===== config.mk =====
export PLATFORM = sky130hd
export DESIGN_NAME = balance_cascade_pd_pi_drive_top
export DESIGN_NICKNAME = d
export VERILOG_FILES = /design/src/design/bcpd_pkg.sv /design/src/design/bcpd_mac.sv /design/src/design/bcpd_seq.sv /design/src/design/balance_cascade_pd_pi_drive_top.sv
export VERILOG_INCLUDE_DIRS = /design/src /design/src/design
export SDC_FILE = /design/constraint.sdc
export NUM_CORES = 2
export LEC_CHECK = 0
export BUFFER_PORTS_ARGS = -buffer_cell sky130_fd_sc_hd__buf_2
export CAP_MARGIN = 40
export CORE_ASPECT_RATIO = 2
export CORE_MARGIN = 2
export CORE_UTILIZATION = 30
export CTS_CLUSTER_SIZE = 14
export DETAILED_ROUTE_END_ITERATION = 10
export PLACE_DENSITY = 0.42
export SETUP_SLACK_MARGIN = 0.3
export SLEW_MARGIN = 20
export SYNTH_ARGS = -nofsm -noshare
export SYNTH_HDL_FRONTEND = slang
export SYNTH_SLANG_ARGS = --single-unit
export TNS_END_PERCENT = 1

===== constraint.sdc =====
create_clock -name aclk -period 16.8 [get_ports aclk]
set_clock_uncertainty 0.05 [all_clocks]
set_input_delay 1.68 -clock aclk [delete_from_list [all_inputs] [get_ports aclk]]
set_output_delay 1.68 -clock aclk [all_outputs]
set_load 0.05 [all_outputs]

===== src/design/assert_macros.svh =====
// Assertion macros shared by the design files.
// Standalone header; no dependencies.
`ifndef ASSERT_MACROS_SVH
`define ASSERT_MACROS_SVH

// Same-cycle implication, checked out of reset.
`define ASSERT_SAME(label, clk, rstn, ante, cons, msg) \
    label: assert property (@(posedge clk) disable iff (!rstn) (ante) |-> (cons)) \
        else $error(msg);

// Next-cycle implication, checked out of reset.
`define ASSERT_NEXT(label, clk, rstn, ante, cons, msg) \
    label: assert property (@(posedge clk) disable iff (!rstn) (ante) |=> (cons)) \
        else $error(msg);

`endif


===== src/design/bcpd_pkg.sv =====
// Package for the balance drive controller: widths, constants, codes and types.
// No dependencies; used by every module of the block.
package bcpd_pkg;

    localparam int GAIN_FRAC_BITS  = 12;
    localparam int STATE_FRAC_BITS = 8;

    // filtered speed and integral magnitude stay below 2^(16+SFB)
    localparam int STATE_W = 18 + STATE_FRAC_BITS;
    localparam int B_W     = STATE_W + 1;
    localparam int A_W     = 32;
    localparam int PROD_W  = A_W + B_W;
    localparam int ACC_W   = PROD_W + 1;

    localparam longint COEF_KEEP_I = (7 * (longint'(1) << GAIN_FRAC_BITS) + 5) / 10;
    localparam longint COEF_TAKE_I = (longint'(1) << GAIN_FRAC_BITS) - COEF_KEEP_I;
    localparam logic signed [A_W-1:0] COEF_KEEP = A_W'(COEF_KEEP_I);
    localparam logic signed [A_W-1:0] COEF_TAKE = A_W'(COEF_TAKE_I);

    localparam logic [11:0] TILT_CLEAR = 12'd400;

    // register indexes
    localparam logic [2:0] REG_ZERO_ANGLE     = 3'd0;
    localparam logic [2:0] REG_UPRIGHT_KP     = 3'd1;
    localparam logic [2:0] REG_UPRIGHT_KD     = 3'd2;
    localparam logic [2:0] REG_SPEED_KP       = 3'd3;
    localparam logic [2:0] REG_SPEED_KI       = 3'd4;
    localparam logic [2:0] REG_DRIVE_LIMIT    = 3'd5;
    localparam logic [2:0] REG_INTEGRAL_LIMIT = 3'd6;
    localparam logic [2:0] REG_CUTOFF_ANGLE   = 3'd7;

    // register reset values
    localparam logic signed [11:0] RST_ZERO_ANGLE     = -12'sd55;
    localparam logic signed [31:0] RST_UPRIGHT_KP     = -32'sd172032;
    localparam logic signed [31:0] RST_UPRIGHT_KD     = 32'sd2703;
    localparam logic signed [31:0] RST_SPEED_KP       = 32'sd4096;
    localparam logic signed [31:0] RST_SPEED_KI       = 32'sd20;
    localparam logic [14:0]        RST_DRIVE_LIMIT    = 15'd7200;
    localparam logic [15:0]        RST_INTEGRAL_LIMIT = 16'd10000;
    localparam logic [10:0]        RST_CUTOFF_ANGLE   = 11'd800;

    typedef enum logic [3:0] {
        ST_IDLE,
        ST_UP_P,
        ST_UP_D,
        ST_UP_ACC,
        ST_UP_RND,
        ST_F_TAKE,
        ST_F_ACC,
        ST_F_RND,
        ST_INT_ADD,
        ST_INT_CLAMP,
        ST_S_I,
        ST_S_ACC,
        ST_S_RND,
        ST_FINISH
    } state_t;

    typedef enum logic [2:0] {
        MUL_NONE,
        MUL_KP_ERR,
        MUL_KD_GYRO,
        MUL_FILT_KEEP,
        MUL_SPD_TAKE,
        MUL_FILT_SKP,
        MUL_INT_KI
    } mul_sel_t;

    typedef enum logic [1:0] {
        ACC_HOLD,
        ACC_LOAD,
        ACC_ADD
    } acc_op_t;

    typedef struct packed {
        mul_sel_t mul_sel;
        acc_op_t  acc_op;
        logic     ld_upright;
        logic     ld_filt;
        logic     ld_isum;
        logic     ld_integ;
        logic     ld_speed;
        logic     finish;
    } ctl_t;

    function automatic logic signed [15:0] sat16(input logic signed [ACC_W-1:0] x);
        logic signed [15:0] r;
        if (x > ACC_W'(signed'(32767))) begin
            r = 16'sh7FFF;
        end else if (x < -ACC_W'(signed'(32768))) begin
            r = 16'sh8000;
        end else begin
            r = x[15:0];
        end
        return r;
    endfunction

endpackage


===== src/design/bcpd_mac.sv =====
// Shared multiply-accumulate unit: registered signed product, then accumulator.
// Depends on bcpd_pkg for widths and the control struct.
module bcpd_mac (
    input  logic                                  aclk,
    input  bcpd_pkg::ctl_t                        ctl,
    input  logic signed [bcpd_pkg::A_W-1:0]       op_a,
    input  logic signed [bcpd_pkg::B_W-1:0]       op_b,
    output logic signed [bcpd_pkg::ACC_W-1:0]     acc
);

    logic signed [bcpd_pkg::PROD_W-1:0] prod_reg;
    logic signed [bcpd_pkg::ACC_W-1:0]  acc_reg;
    logic signed [bcpd_pkg::ACC_W-1:0]  acc_next;
    logic signed [bcpd_pkg::ACC_W-1:0]  prod_ext;

    assign prod_ext = bcpd_pkg::ACC_W'(prod_reg);

    always_comb begin
        case (ctl.acc_op)
            bcpd_pkg::ACC_LOAD: acc_next = prod_ext;
            bcpd_pkg::ACC_ADD:  acc_next = acc_reg + prod_ext;
            default:            acc_next = acc_reg;
        endcase
    end

    always_ff @(posedge aclk) begin
        prod_reg <= bcpd_pkg::PROD_W'(op_a) * bcpd_pkg::PROD_W'(op_b);
        acc_reg  <= acc_next;
    end

    assign acc = acc_reg;

endmodule


===== src/design/bcpd_seq.sv =====
// Sequencer stepping one item through the shared multiply-accumulate unit.
// Depends on bcpd_pkg for the state enum and control struct.
module bcpd_seq (
    input  logic           aclk,
    input  logic           aresetn,
    input  logic           s_valid,
    input  logic           out_free,
    output logic           s_ready,
    output bcpd_pkg::ctl_t ctl
);

    bcpd_pkg::state_t state_reg;
    bcpd_pkg::state_t state_next;

    always_ff @(posedge aclk) begin
        if (!aresetn) begin
            state_reg <= bcpd_pkg::ST_IDLE;
        end else begin
            state_reg <= state_next;
        end
    end

    always_comb begin
        state_next = state_reg;
        case (state_reg)
            bcpd_pkg::ST_IDLE:      if (s_valid) state_next = bcpd_pkg::ST_UP_P;
            bcpd_pkg::ST_UP_P:      state_next = bcpd_pkg::ST_UP_D;
            bcpd_pkg::ST_UP_D:      state_next = bcpd_pkg::ST_UP_ACC;
            bcpd_pkg::ST_UP_ACC:    state_next = bcpd_pkg::ST_UP_RND;
            bcpd_pkg::ST_UP_RND:    state_next = bcpd_pkg::ST_F_TAKE;
            bcpd_pkg::ST_F_TAKE:    state_next = bcpd_pkg::ST_F_ACC;
            bcpd_pkg::ST_F_ACC:     state_next = bcpd_pkg::ST_F_RND;
            bcpd_pkg::ST_F_RND:     state_next = bcpd_pkg::ST_INT_ADD;
            bcpd_pkg::ST_INT_ADD:   state_next = bcpd_pkg::ST_INT_CLAMP;
            bcpd_pkg::ST_INT_CLAMP: state_next = bcpd_pkg::ST_S_I;
            bcpd_pkg::ST_S_I:       state_next = bcpd_pkg::ST_S_ACC;
            bcpd_pkg::ST_S_ACC:     state_next = bcpd_pkg::ST_S_RND;
            bcpd_pkg::ST_S_RND:     state_next = bcpd_pkg::ST_FINISH;
            bcpd_pkg::ST_FINISH:    if (out_free) state_next = bcpd_pkg::ST_IDLE;
            default:                state_next = bcpd_pkg::ST_IDLE;
        endcase
    end

    // product is registered, so each LOAD/ADD comes in the state after its multiply
    always_comb begin
        ctl         = '0;
        ctl.mul_sel = bcpd_pkg::MUL_NONE;
        ctl.acc_op  = bcpd_pkg::ACC_HOLD;
        s_ready     = 1'b0;
        case (state_reg)
            bcpd_pkg::ST_IDLE: begin
                s_ready = aresetn;
            end
            bcpd_pkg::ST_UP_P: begin
                ctl.mul_sel = bcpd_pkg::MUL_KP_ERR;
            end
            bcpd_pkg::ST_UP_D: begin
                ctl.mul_sel = bcpd_pkg::MUL_KD_GYRO;
                ctl.acc_op  = bcpd_pkg::ACC_LOAD;
            end
            bcpd_pkg::ST_UP_ACC: begin
                ctl.acc_op = bcpd_pkg::ACC_ADD;
            end
            bcpd_pkg::ST_UP_RND: begin
                ctl.ld_upright = 1'b1;
                ctl.mul_sel    = bcpd_pkg::MUL_FILT_KEEP;
            end
            bcpd_pkg::ST_F_TAKE: begin
                ctl.mul_sel = bcpd_pkg::MUL_SPD_TAKE;
                ctl.acc_op  = bcpd_pkg::ACC_LOAD;
            end
            bcpd_pkg::ST_F_ACC: begin
                ctl.acc_op = bcpd_pkg::ACC_ADD;
            end
            bcpd_pkg::ST_F_RND: begin
                ctl.ld_filt = 1'b1;
            end
            bcpd_pkg::ST_INT_ADD: begin
                ctl.ld_isum = 1'b1;
                ctl.mul_sel = bcpd_pkg::MUL_FILT_SKP;
            end
            bcpd_pkg::ST_INT_CLAMP: begin
                ctl.ld_integ = 1'b1;
                ctl.acc_op   = bcpd_pkg::ACC_LOAD;
            end
            bcpd_pkg::ST_S_I: begin
                ctl.mul_sel = bcpd_pkg::MUL_INT_KI;
            end
            bcpd_pkg::ST_S_ACC: begin
                ctl.acc_op = bcpd_pkg::ACC_ADD;
            end
            bcpd_pkg::ST_S_RND: begin
                ctl.ld_speed = 1'b1;
            end
            bcpd_pkg::ST_FINISH: begin
                ctl.finish = 1'b1;
            end
            default: begin
                s_ready = 1'b0;
            end
        endcase
    end

endmodule


===== src/design/balance_cascade_pd_pi_drive_top.sv =====
// Balance drive controller top: registers, loop state, operand select, output stage.
// Items do not overlap: a new item is accepted only after the last has left FINISH,
// as the single shared multiply-accumulate unit is stepped by the sequencer.
// The output register frees the next accept while a result waits to be taken.
// Reset (aresetn, synchronous, active low): registers to defaults, loop state to 0.
// Depends on bcpd_pkg, bcpd_seq, bcpd_mac and assert_macros.svh.
`include "assert_macros.svh"

module balance_cascade_pd_pi_drive_top (
    input  logic               aclk,
    input  logic               aresetn,
    input  logic               cfg_wr_en,
    input  logic [2:0]         cfg_index,
    input  logic [31:0]        cfg_wdata,
    input  logic               s_valid,
    output logic               s_ready,
    input  logic signed [11:0] s_pitch_angle,
    input  logic signed [15:0] s_gyro_rate,
    input  logic signed [15:0] s_wheel_speed_a,
    input  logic signed [15:0] s_wheel_speed_b,
    output logic               m_valid,
    input  logic               m_ready,
    output logic signed [15:0] m_drive,
    output logic               m_was_clamped,
    output logic               m_tilt_shutoff
);

    localparam int SW  = bcpd_pkg::STATE_W;
    localparam int BW  = bcpd_pkg::B_W;
    localparam int AW  = bcpd_pkg::A_W;
    localparam int CW  = bcpd_pkg::ACC_W;
    localparam int GFB = bcpd_pkg::GAIN_FRAC_BITS;
    localparam int SFB = bcpd_pkg::STATE_FRAC_BITS;

    localparam logic signed [CW-1:0] HALF_UP = CW'(1) <<< (GFB - 1);
    localparam logic signed [CW-1:0] HALF_SP = CW'(1) <<< (GFB + SFB - 1);

    // configuration registers
    logic signed [11:0] zero_angle_reg;
    logic signed [31:0] upright_kp_reg;
    logic signed [31:0] upright_kd_reg;
    logic signed [31:0] speed_kp_reg;
    logic signed [31:0] speed_ki_reg;
    logic [14:0]        drive_limit_reg;
    logic [15:0]        integral_limit_reg;
    logic [10:0]        cutoff_angle_reg;

    always_ff @(posedge aclk) begin
        if (!aresetn) begin
            zero_angle_reg     <= bcpd_pkg::RST_ZERO_ANGLE;
            upright_kp_reg     <= bcpd_pkg::RST_UPRIGHT_KP;
            upright_kd_reg     <= bcpd_pkg::RST_UPRIGHT_KD;
            speed_kp_reg       <= bcpd_pkg::RST_SPEED_KP;
            speed_ki_reg       <= bcpd_pkg::RST_SPEED_KI;
            drive_limit_reg    <= bcpd_pkg::RST_DRIVE_LIMIT;
            integral_limit_reg <= bcpd_pkg::RST_INTEGRAL_LIMIT;
            cutoff_angle_reg   <= bcpd_pkg::RST_CUTOFF_ANGLE;
        end else if (cfg_wr_en) begin
            case (cfg_index)
                bcpd_pkg::REG_ZERO_ANGLE:     zero_angle_reg     <= cfg_wdata[11:0];
                bcpd_pkg::REG_UPRIGHT_KP:     upright_kp_reg     <= cfg_wdata;
                bcpd_pkg::REG_UPRIGHT_KD:     upright_kd_reg     <= cfg_wdata;
                bcpd_pkg::REG_SPEED_KP:       speed_kp_reg       <= cfg_wdata;
                bcpd_pkg::REG_SPEED_KI:       speed_ki_reg       <= cfg_wdata;
                bcpd_pkg::REG_DRIVE_LIMIT:    drive_limit_reg    <= cfg_wdata[14:0];
                bcpd_pkg::REG_INTEGRAL_LIMIT: integral_limit_reg <= cfg_wdata[15:0];
                bcpd_pkg::REG_CUTOFF_ANGLE:   cutoff_angle_reg   <= cfg_wdata[10:0];
                default:                      zero_angle_reg     <= zero_angle_reg;
            endcase
        end
    end

    // sequencer
    bcpd_pkg::ctl_t ctl;
    logic           out_free;
    logic           m_valid_reg;
    logic           s_accept;

    assign out_free = !m_valid_reg || m_ready;
    assign s_accept = s_valid && s_ready;

    bcpd_seq u_seq (
        .aclk     (aclk),
        .aresetn  (aresetn),
        .s_valid  (s_valid),
        .out_free (out_free),
        .s_ready  (s_ready),
        .ctl      (ctl)
    );

    // item capture, with angle error and wheel sum formed up front
    logic signed [11:0] pitch_reg;
    logic signed [15:0] gyro_reg;
    logic signed [12:0] err_reg;
    logic signed [16:0] ssum_reg;

    always_ff @(posedge aclk) begin
        if (s_accept) begin
            pitch_reg <= s_pitch_angle;
            gyro_reg  <= s_gyro_rate;
            err_reg   <= 13'(zero_angle_reg) - 13'(s_pitch_angle);
            ssum_reg  <= 17'(s_wheel_speed_a) + 17'(s_wheel_speed_b);
        end
    end

    // operand select for the shared unit
    logic signed [AW-1:0] op_a;
    logic signed [BW-1:0] op_b;
    logic signed [CW-1:0] acc;
    logic signed [SW-1:0] filt_reg;
    logic signed [SW-1:0] integ_reg;

    always_comb begin
        op_a = '0;
        op_b = '0;
        case (ctl.mul_sel)
            bcpd_pkg::MUL_KP_ERR: begin
                op_a = upright_kp_reg;
                op_b = BW'(err_reg);
            end
            bcpd_pkg::MUL_KD_GYRO: begin
                op_a = upright_kd_reg;
                op_b = BW'(gyro_reg);
            end
            bcpd_pkg::MUL_FILT_KEEP: begin
                op_a = bcpd_pkg::COEF_KEEP;
                op_b = BW'(filt_reg);
            end
            bcpd_pkg::MUL_SPD_TAKE: begin
                op_a = bcpd_pkg::COEF_TAKE;
                op_b = BW'(ssum_reg) <<< SFB;
            end
            bcpd_pkg::MUL_FILT_SKP: begin
                op_a = speed_kp_reg;
                op_b = BW'(filt_reg);
            end
            bcpd_pkg::MUL_INT_KI: begin
                op_a = speed_ki_reg;
                op_b = BW'(integ_reg);
            end
            default: begin
                op_a = '0;
                op_b = '0;
            end
        endcase
    end

    bcpd_mac u_mac (
        .aclk (aclk),
        .ctl  (ctl),
        .op_a (op_a),
        .op_b (op_b),
        .acc  (acc)
    );

    // rounding shifts of the accumulator
    logic signed [CW-1:0] rnd_up;
    logic signed [CW-1:0] rnd_sp;

    assign rnd_up = (acc + HALF_UP) >>> GFB;
    assign rnd_sp = (acc + HALF_SP) >>> (GFB + SFB);

    // tilt magnitude
    logic [11:0] pitch_abs;
    logic        tilt_clear;
    logic        shut;

    assign pitch_abs  = pitch_reg[11] ? 12'(-pitch_reg) : 12'(pitch_reg);
    assign tilt_clear = pitch_abs > bcpd_pkg::TILT_CLEAR;
    assign shut       = pitch_abs >= 12'(cutoff_angle_reg);

    // loop state and term registers
    logic signed [15:0] upright_reg;
    logic signed [15:0] speed_reg;
    logic signed [SW:0] isum_reg;
    logic signed [SW:0] ilim;
    logic signed [SW:0] iclamp;
    logic signed [SW-1:0] integ_next;
    logic signed [SW-1:0] filt_next;

    assign ilim = signed'((SW + 1)'({integral_limit_reg, {SFB{1'b0}}}));

    always_comb begin
        if (isum_reg > ilim) begin
            iclamp = ilim;
        end else if (isum_reg < -ilim) begin
            iclamp = -ilim;
        end else begin
            iclamp = isum_reg;
        end
    end

    always_comb begin
        filt_next  = filt_reg;
        integ_next = integ_reg;
        if (ctl.ld_filt) begin
            filt_next = rnd_up[SW-1:0];
        end
        if (ctl.ld_integ) begin
            integ_next = iclamp[SW-1:0];
        end else if (ctl.ld_speed && tilt_clear) begin
            integ_next = '0;
        end
    end

    always_ff @(posedge aclk) begin
        if (!aresetn) begin
            filt_reg  <= '0;
            integ_reg <= '0;
        end else begin
            filt_reg  <= filt_next;
            integ_reg <= integ_next;
        end
    end

    always_ff @(posedge aclk) begin
        if (ctl.ld_upright) begin
            upright_reg <= bcpd_pkg::sat16(rnd_up);
        end
        if (ctl.ld_isum) begin
            isum_reg <= (SW + 1)'(integ_reg) + (SW + 1)'(filt_reg);
        end
        if (ctl.ld_speed) begin
            speed_reg <= bcpd_pkg::sat16(rnd_sp);
        end
    end

    // final sum, limit clamp and tilt cutoff
    logic signed [16:0] sum;
    logic signed [16:0] lim;
    logic signed [16:0] clip_hi;
    logic signed [16:0] clip;
    logic               clamped;
    logic               out_load;

    assign sum     = 17'(upright_reg) + 17'(speed_reg);
    assign lim     = signed'({2'b00, drive_limit_reg});
    assign clip_hi = (sum >= lim) ? lim : sum;
    assign clip    = (clip_hi <= -lim) ? -lim : clip_hi;
    assign clamped = clip != sum;
    assign out_load = ctl.finish && out_free;

    logic signed [15:0] drive_reg;
    logic               clamped_reg;
    logic               shut_reg;

    always_ff @(posedge aclk) begin
        if (!aresetn) begin
            m_valid_reg <= 1'b0;
        end else if (out_load) begin
            m_valid_reg <= 1'b1;
        end else if (m_ready) begin
            m_valid_reg <= 1'b0;
        end
    end

    always_ff @(posedge aclk) begin
        if (out_load) begin
            drive_reg   <= shut ? 16'sd0 : clip[15:0];
            clamped_reg <= clamped;
            shut_reg    <= shut;
        end
    end

    assign m_valid        = m_valid_reg;
    assign m_drive        = drive_reg;
    assign m_was_clamped  = clamped_reg;
    assign m_tilt_shutoff = shut_reg;

    `ASSERT_NEXT(a_busy_after_accept, aclk, aresetn, s_valid && s_ready, !s_ready, "ready after accept")
    `ASSERT_SAME(a_shutoff_zero, aclk, aresetn, m_valid && m_tilt_shutoff, m_drive == 16'sd0, "shutoff drive not zero")
    `ASSERT_SAME(a_drive_range, aclk, aresetn, m_valid, m_drive != 16'sh8000, "drive out of range")
    `ASSERT_SAME(a_no_ready_while_busy, aclk, aresetn, ctl.finish, !s_ready, "ready while finishing")

endmodule

==> results list <==
- Finish-stage setup viols: 0
- In this run the worst path has a maximum fanout of 32.
- The setup path with the least slack is of type flip-flop to flip-flop.
- Post-CTS setup buffer count: 0
- Ranked by total cell area, the synthesized netlist is headed by sky130_fd_sc_hd__fa_1 30%, sky130_fd_sc_hd__dfxtp_1 9.9%, sky130_fd_sc_hd__edfxtp_1 9.8%.
* Largest net degree at the start of global routing: 60
* Slowest stage cell, crit path: sky130_fd_sc_hd__fa_1
- Type of element launching the critical path: flip-flop
- The finished layout holds 9515 standard cells, fillers aside.
- At the end of routability-driven placement, the weighted congestion stood at 0.937.
* Maximum clock rate: 0.0926 GHz
- The worst path needs 10.80 ns of the cycle, external delays included.
* Half-perimeter wire length of the detailed placement result: 203000 um
- Via density per instance: 5.14
- Family with the most delay on the worst path: adder cells
* Core area: 199000 um^2
- Share of the synthesized area in the top cell type: 0.298
* Post-synthesis cell area: 60000 um^2
* Complex-gate fraction of the synthesized area: 0.107
* Start point of the worst hold path: cutoff_angle_reg[7]
* Initial antenna violation count: 5
- Multi-input logic area: 42600 um^2
- In the final layout, the share of cells above drive strength 1 is 0.0673.
* Cell depth of the worst min-delay path: 2
- Type of destination of the critical path: flip-flop
- Warnings, synthesis: 0
- Of the total synthesized cell area, the portion taken by AND, OR, NAND and NOR gates is 0.165.
- Least-Margin Pin Slew: 1.03 ns
* Primary flip-flop cell chosen by synthesis mapping: sky130_fd_sc_hd__dfxtp_1
- Adder-cell share of the synthesized area: 0.377
* Final period util: 0.643
- The biggest area contributor in the post-synthesis netlist is sky130_fd_sc_hd__fa_1.
* Number of instances in the synthesized netlist: 6920
- Once detail routing completed, the nets flagged for antenna violations numbered 0.
- The first global-routing pass estimated 358000 um of wire.
- Number of optimization iterations in the first detailed-route pass: 6
* Number of placed instances, taps included: 9414
- The routed layout has 48.9k vias.
* Final instance area: 65600 um^2
* Count of maximum capacitance violations: 0
- TritonCTS built the clock tree.
- The H-tree was split into 2 levels.
- IR analysis of the VDD net gives a maximum drop of 0.170 mV.
* End of the worst register-to-register path: u_mac.prod_reg[58]
- Share of synthesized area spent on multiplexers: 0.0143
* Sequential share of the synthesized area: 0.197
- Top-level port count: 120
* Outcome: finished clean
- WP depth: 35
* Clock latency on the worst-skew pair: 0.66 ns
- Yosys cell types: 95
- Counting the buffers created by CTS gives 49.
- Final-report hold violation count: 0
* Beginning of the worst register-to-register path: u_seq.state_reg[0]
- After global routing the overflow that remains totals 0.
* CP Data Arrival Time: 11.25 ns
- Number of buffers added to fix hold violations after cts: 0
- Post-CTS clock slew at the launch and capture registers of the worst setup and hold paths: 0.06 ns
- Total wirelength of the detailed-routed design: 251000 um
- Height of the die: 636 um
- The tree is rooted in a sky130_fd_sc_hd__clkbuf_16.
- The via count of the first global-routing pass is 51.8k.
- Main combinational cell family by area after synthesis: adder cells
- Synthesized netlist net count: 8293
- Post-detailed-route DRC marker count: 0
* Largest stage delay on the critical path: 0.78 ns
* IO Port Bufs: 119
* Setup TNS: 0 ns
* Number of flip-flops under the largest register name: 60
- After detailed routing, the average wire length per cell comes to 26.4 um.
- Die width: 320 um
- Final net count: 8269
- Cell area after placement: 63800 um^2
* Effective utilization at floorplan: 0.301
- Measured against its own limit, the worst slew margin works out to 0.314.
* Post-synthesis xor/xnor area fraction: 0.0429
- The floorplan has 232 rows.
- Beginning of the critical path: u_seq.state_reg[0]
- Relative to the synthesized area, the layout overhead comes to 9.28%.
* Leakage power figure: 29.4 nW
- After the first detailed-routing iteration, the DRC count stood at 2655.
* Cell seen most often among critical-path stages: sky130_fd_sc_hd__inv_1
- Post-synthesis async set-or-reset flop share: 0
- For the worst flop-to-flop path, the logic depth is 35.
- A synthesized cell averages 8.67 um^2.
- The synthesized design contains 195 enable-type register cells.
- Resize count post-CTS: 0
* Flip-flop and latch count after synthesis: 493
- Setup slack on the worst reg-to-reg path comes out at 6.00 ns.
* Overall routing resource usage: 0.246
- Seq. cell area: 11800 um^2
* Hold Crit Endpoint: cutoff_angle_reg[7]
* Power per Cell Area: 135 nW/um^2
* Sinks on the clock net: 493
* Fillers: 21.0k
- Hold/Removal Path Class: flip-flop to flip-flop
- Setup repair after global routing left no endpoint under its margin.
* Total buffers and inverters traversed by the critical path: 10
* DIE AREA: 204000 um^2
* Clock Tree Buf Depth: 3
* Endpoint required time on the critical path: 17.25 ns
* Final number of max-transition violations: 0
==> metal layers <==
| layer | global-route usage | vias to the layer above | wire, um |
|---|---|---|---|
| li1 | - | 21985 | - |
| met2 | 0.478 | 1351 | 139000 |
| met5 | 0 | - | 0 |
| met3 | 0.0189 | 646 | 7290 |
| met1 | 0.215 | 24936 | 74600 |
| met4 | 0.243 | 0 | 30500 |
==> synth_stat cells, types with 35 or more instances <==
library cell / n
sky130_fd_sc_hd__o21ai_0: 117
sky130_fd_sc_hd__nand4_1: 73
sky130_fd_sc_hd__inv_1: 1178
sky130_fd_sc_hd__a22oi_1: 43
sky130_fd_sc_hd__edfxtp_1: 195
sky130_fd_sc_hd__nand3_1: 130
sky130_fd_sc_hd__a21oi_1: 355
sky130_fd_sc_hd__xor2_1: 78
sky130_fd_sc_hd__nand2_1: 1172
sky130_fd_sc_hd__nor2_1: 515
sky130_fd_sc_hd__o21a_1: 40
sky130_fd_sc_hd__nor3_1: 66
sky130_fd_sc_hd__and2_1: 67
sky130_fd_sc_hd__ha_1: 381
sky130_fd_sc_hd__clkbuf_1: 306
sky130_fd_sc_hd__and3_1: 35
sky130_fd_sc_hd__mux2_2: 53
sky130_fd_sc_hd__fa_1: 892
sky130_fd_sc_hd__a21o_1: 101
sky130_fd_sc_hd__xnor2_1: 214
sky130_fd_sc_hd__a211oi_1: 59
sky130_fd_sc_hd__nand2b_1: 53
sky130_fd_sc_hd__dfxtp_1: 298
==> cells by family after synthesis <==
logic type | count (synthesis)
AOI/OAI and AO/OA | 994
muxes | 78
buffers and inverters | 1519
xor gates and xnor gates | 293
DFF | 493
and+or+nand+nor | 2269
adders and majority gates | 1274
==> stage by stage <==
step / hold WS [ns] / utilization / setup slack, ns / power (mW)
finish: 0.403 / 0.329 / 6.00 / 8.84
global route: 0.419 / 0.329 / 5.31 / 9.63
CTS: 0.405 / 0.329 / 5.92 / 8.97
detailed placement: 0.396 / 0.320 / 5.97 / 7.74
global placement: 0.392 / 0.319 / 5.61 / 7.72
floorplan: 0.386 / - / 7.23 / 5.62
==> worst register-to-register path: cells and delay by family, from the launching register on <==
| family | cells | cell delay (ns) |
|---|---|---|
| buffers and inverters | 10 | 1.98 |
| xor gates and xnor gates | 1 | 0.09 |
| DFF | 1 | 0.45 |
| adders and majority gates | 8 | 4.50 |
| and+or+nand+nor | 5 | 1.34 |
| AOI/OAI and AO/OA | 11 | 2.23 |
==> worst max path at each step <==
| stage | to | slack (ns) |
|---|---|---|
| 4_1_cts | u_mac.prod_reg[58] | 5.92 |
| 5_1_grt | u_mac.prod_reg[58] | 5.31 |
| 6_report | u_mac.prod_reg[58] | 6.00 |
| 3_3_place_gp | u_mac.prod_reg[58] | 5.61 |
| 3_5_place_dp | u_mac.prod_reg[58] | 5.97 |
| 2_1_floorplan | u_mac.prod_reg[54] | 7.23 |
==> area by class of cell <==
cell class | instances | area share
flip-flops and latches | 493 | 0.180
clock buffers | 72 | 0.0213
multi-input cells | 4908 | 0.649
well taps | 2574 | 0.0491
diodes | 4 | 0.000153
clock inverters | 20 | 0.00429
inverters | 1183 | 0.0678
repair buffers | 261 | 0.0279
==> cells in the final DEF, fill, tap and decap left out, types with 17 or more instances in the layout <==
master,instances
sky130_fd_sc_hd__dfxtp_1,298
sky130_fd_sc_hd__nor3_1,63
sky130_fd_sc_hd__ha_1,380
sky130_fd_sc_hd__or3_1,29
sky130_fd_sc_hd__a211oi_1,59
sky130_fd_sc_hd__o21ai_1,20
sky130_fd_sc_hd__nand2_1,1168
sky130_fd_sc_hd__fa_1,892
sky130_fd_sc_hd__xor2_1,78
sky130_fd_sc_hd__inv_1,1176
sky130_fd_sc_hd__buf_2,120
sky130_fd_sc_hd__and3_1,34
sky130_fd_sc_hd__xnor2_1,214
sky130_fd_sc_hd__mux2i_1,18
sky130_fd_sc_hd__edfxtp_1,195
sky130_fd_sc_hd__mux2_2,53
sky130_fd_sc_hd__a222oi_1,26
sky130_fd_sc_hd__o31ai_1,18
sky130_fd_sc_hd__a21oi_1,355
sky130_fd_sc_hd__a21o_1,101
sky130_fd_sc_hd__a22oi_1,43
sky130_fd_sc_hd__nand4_1,73
sky130_fd_sc_hd__nor2_1,509
sky130_fd_sc_hd__clkbuf_16,50
sky130_fd_sc_hd__and2_1,66
sky130_fd_sc_hd__nand2b_1,53
sky130_fd_sc_hd__nand3_1,130
sky130_fd_sc_hd__o21a_1,40
sky130_fd_sc_hd__buf_4,118
sky130_fd_sc_hd__o22ai_1,20
sky130_fd_sc_hd__and4_1,17
sky130_fd_sc_hd__o211ai_1,31
sky130_fd_sc_hd__o21ai_0,117
sky130_fd_sc_hd__nor2b_1,32
sky130_fd_sc_hd__a31oi_1,33
==> power breakdown <==
part           internal (mW)  leakage (nW)  switching, mW  total, mW
Sequential              1.45          4.23          0.162       1.61
Clock                  0.660         0.809          0.533       1.19
Combinational           2.23          24.4           3.80       6.03
Note: power is estimated with default switching activity, not from simulation.
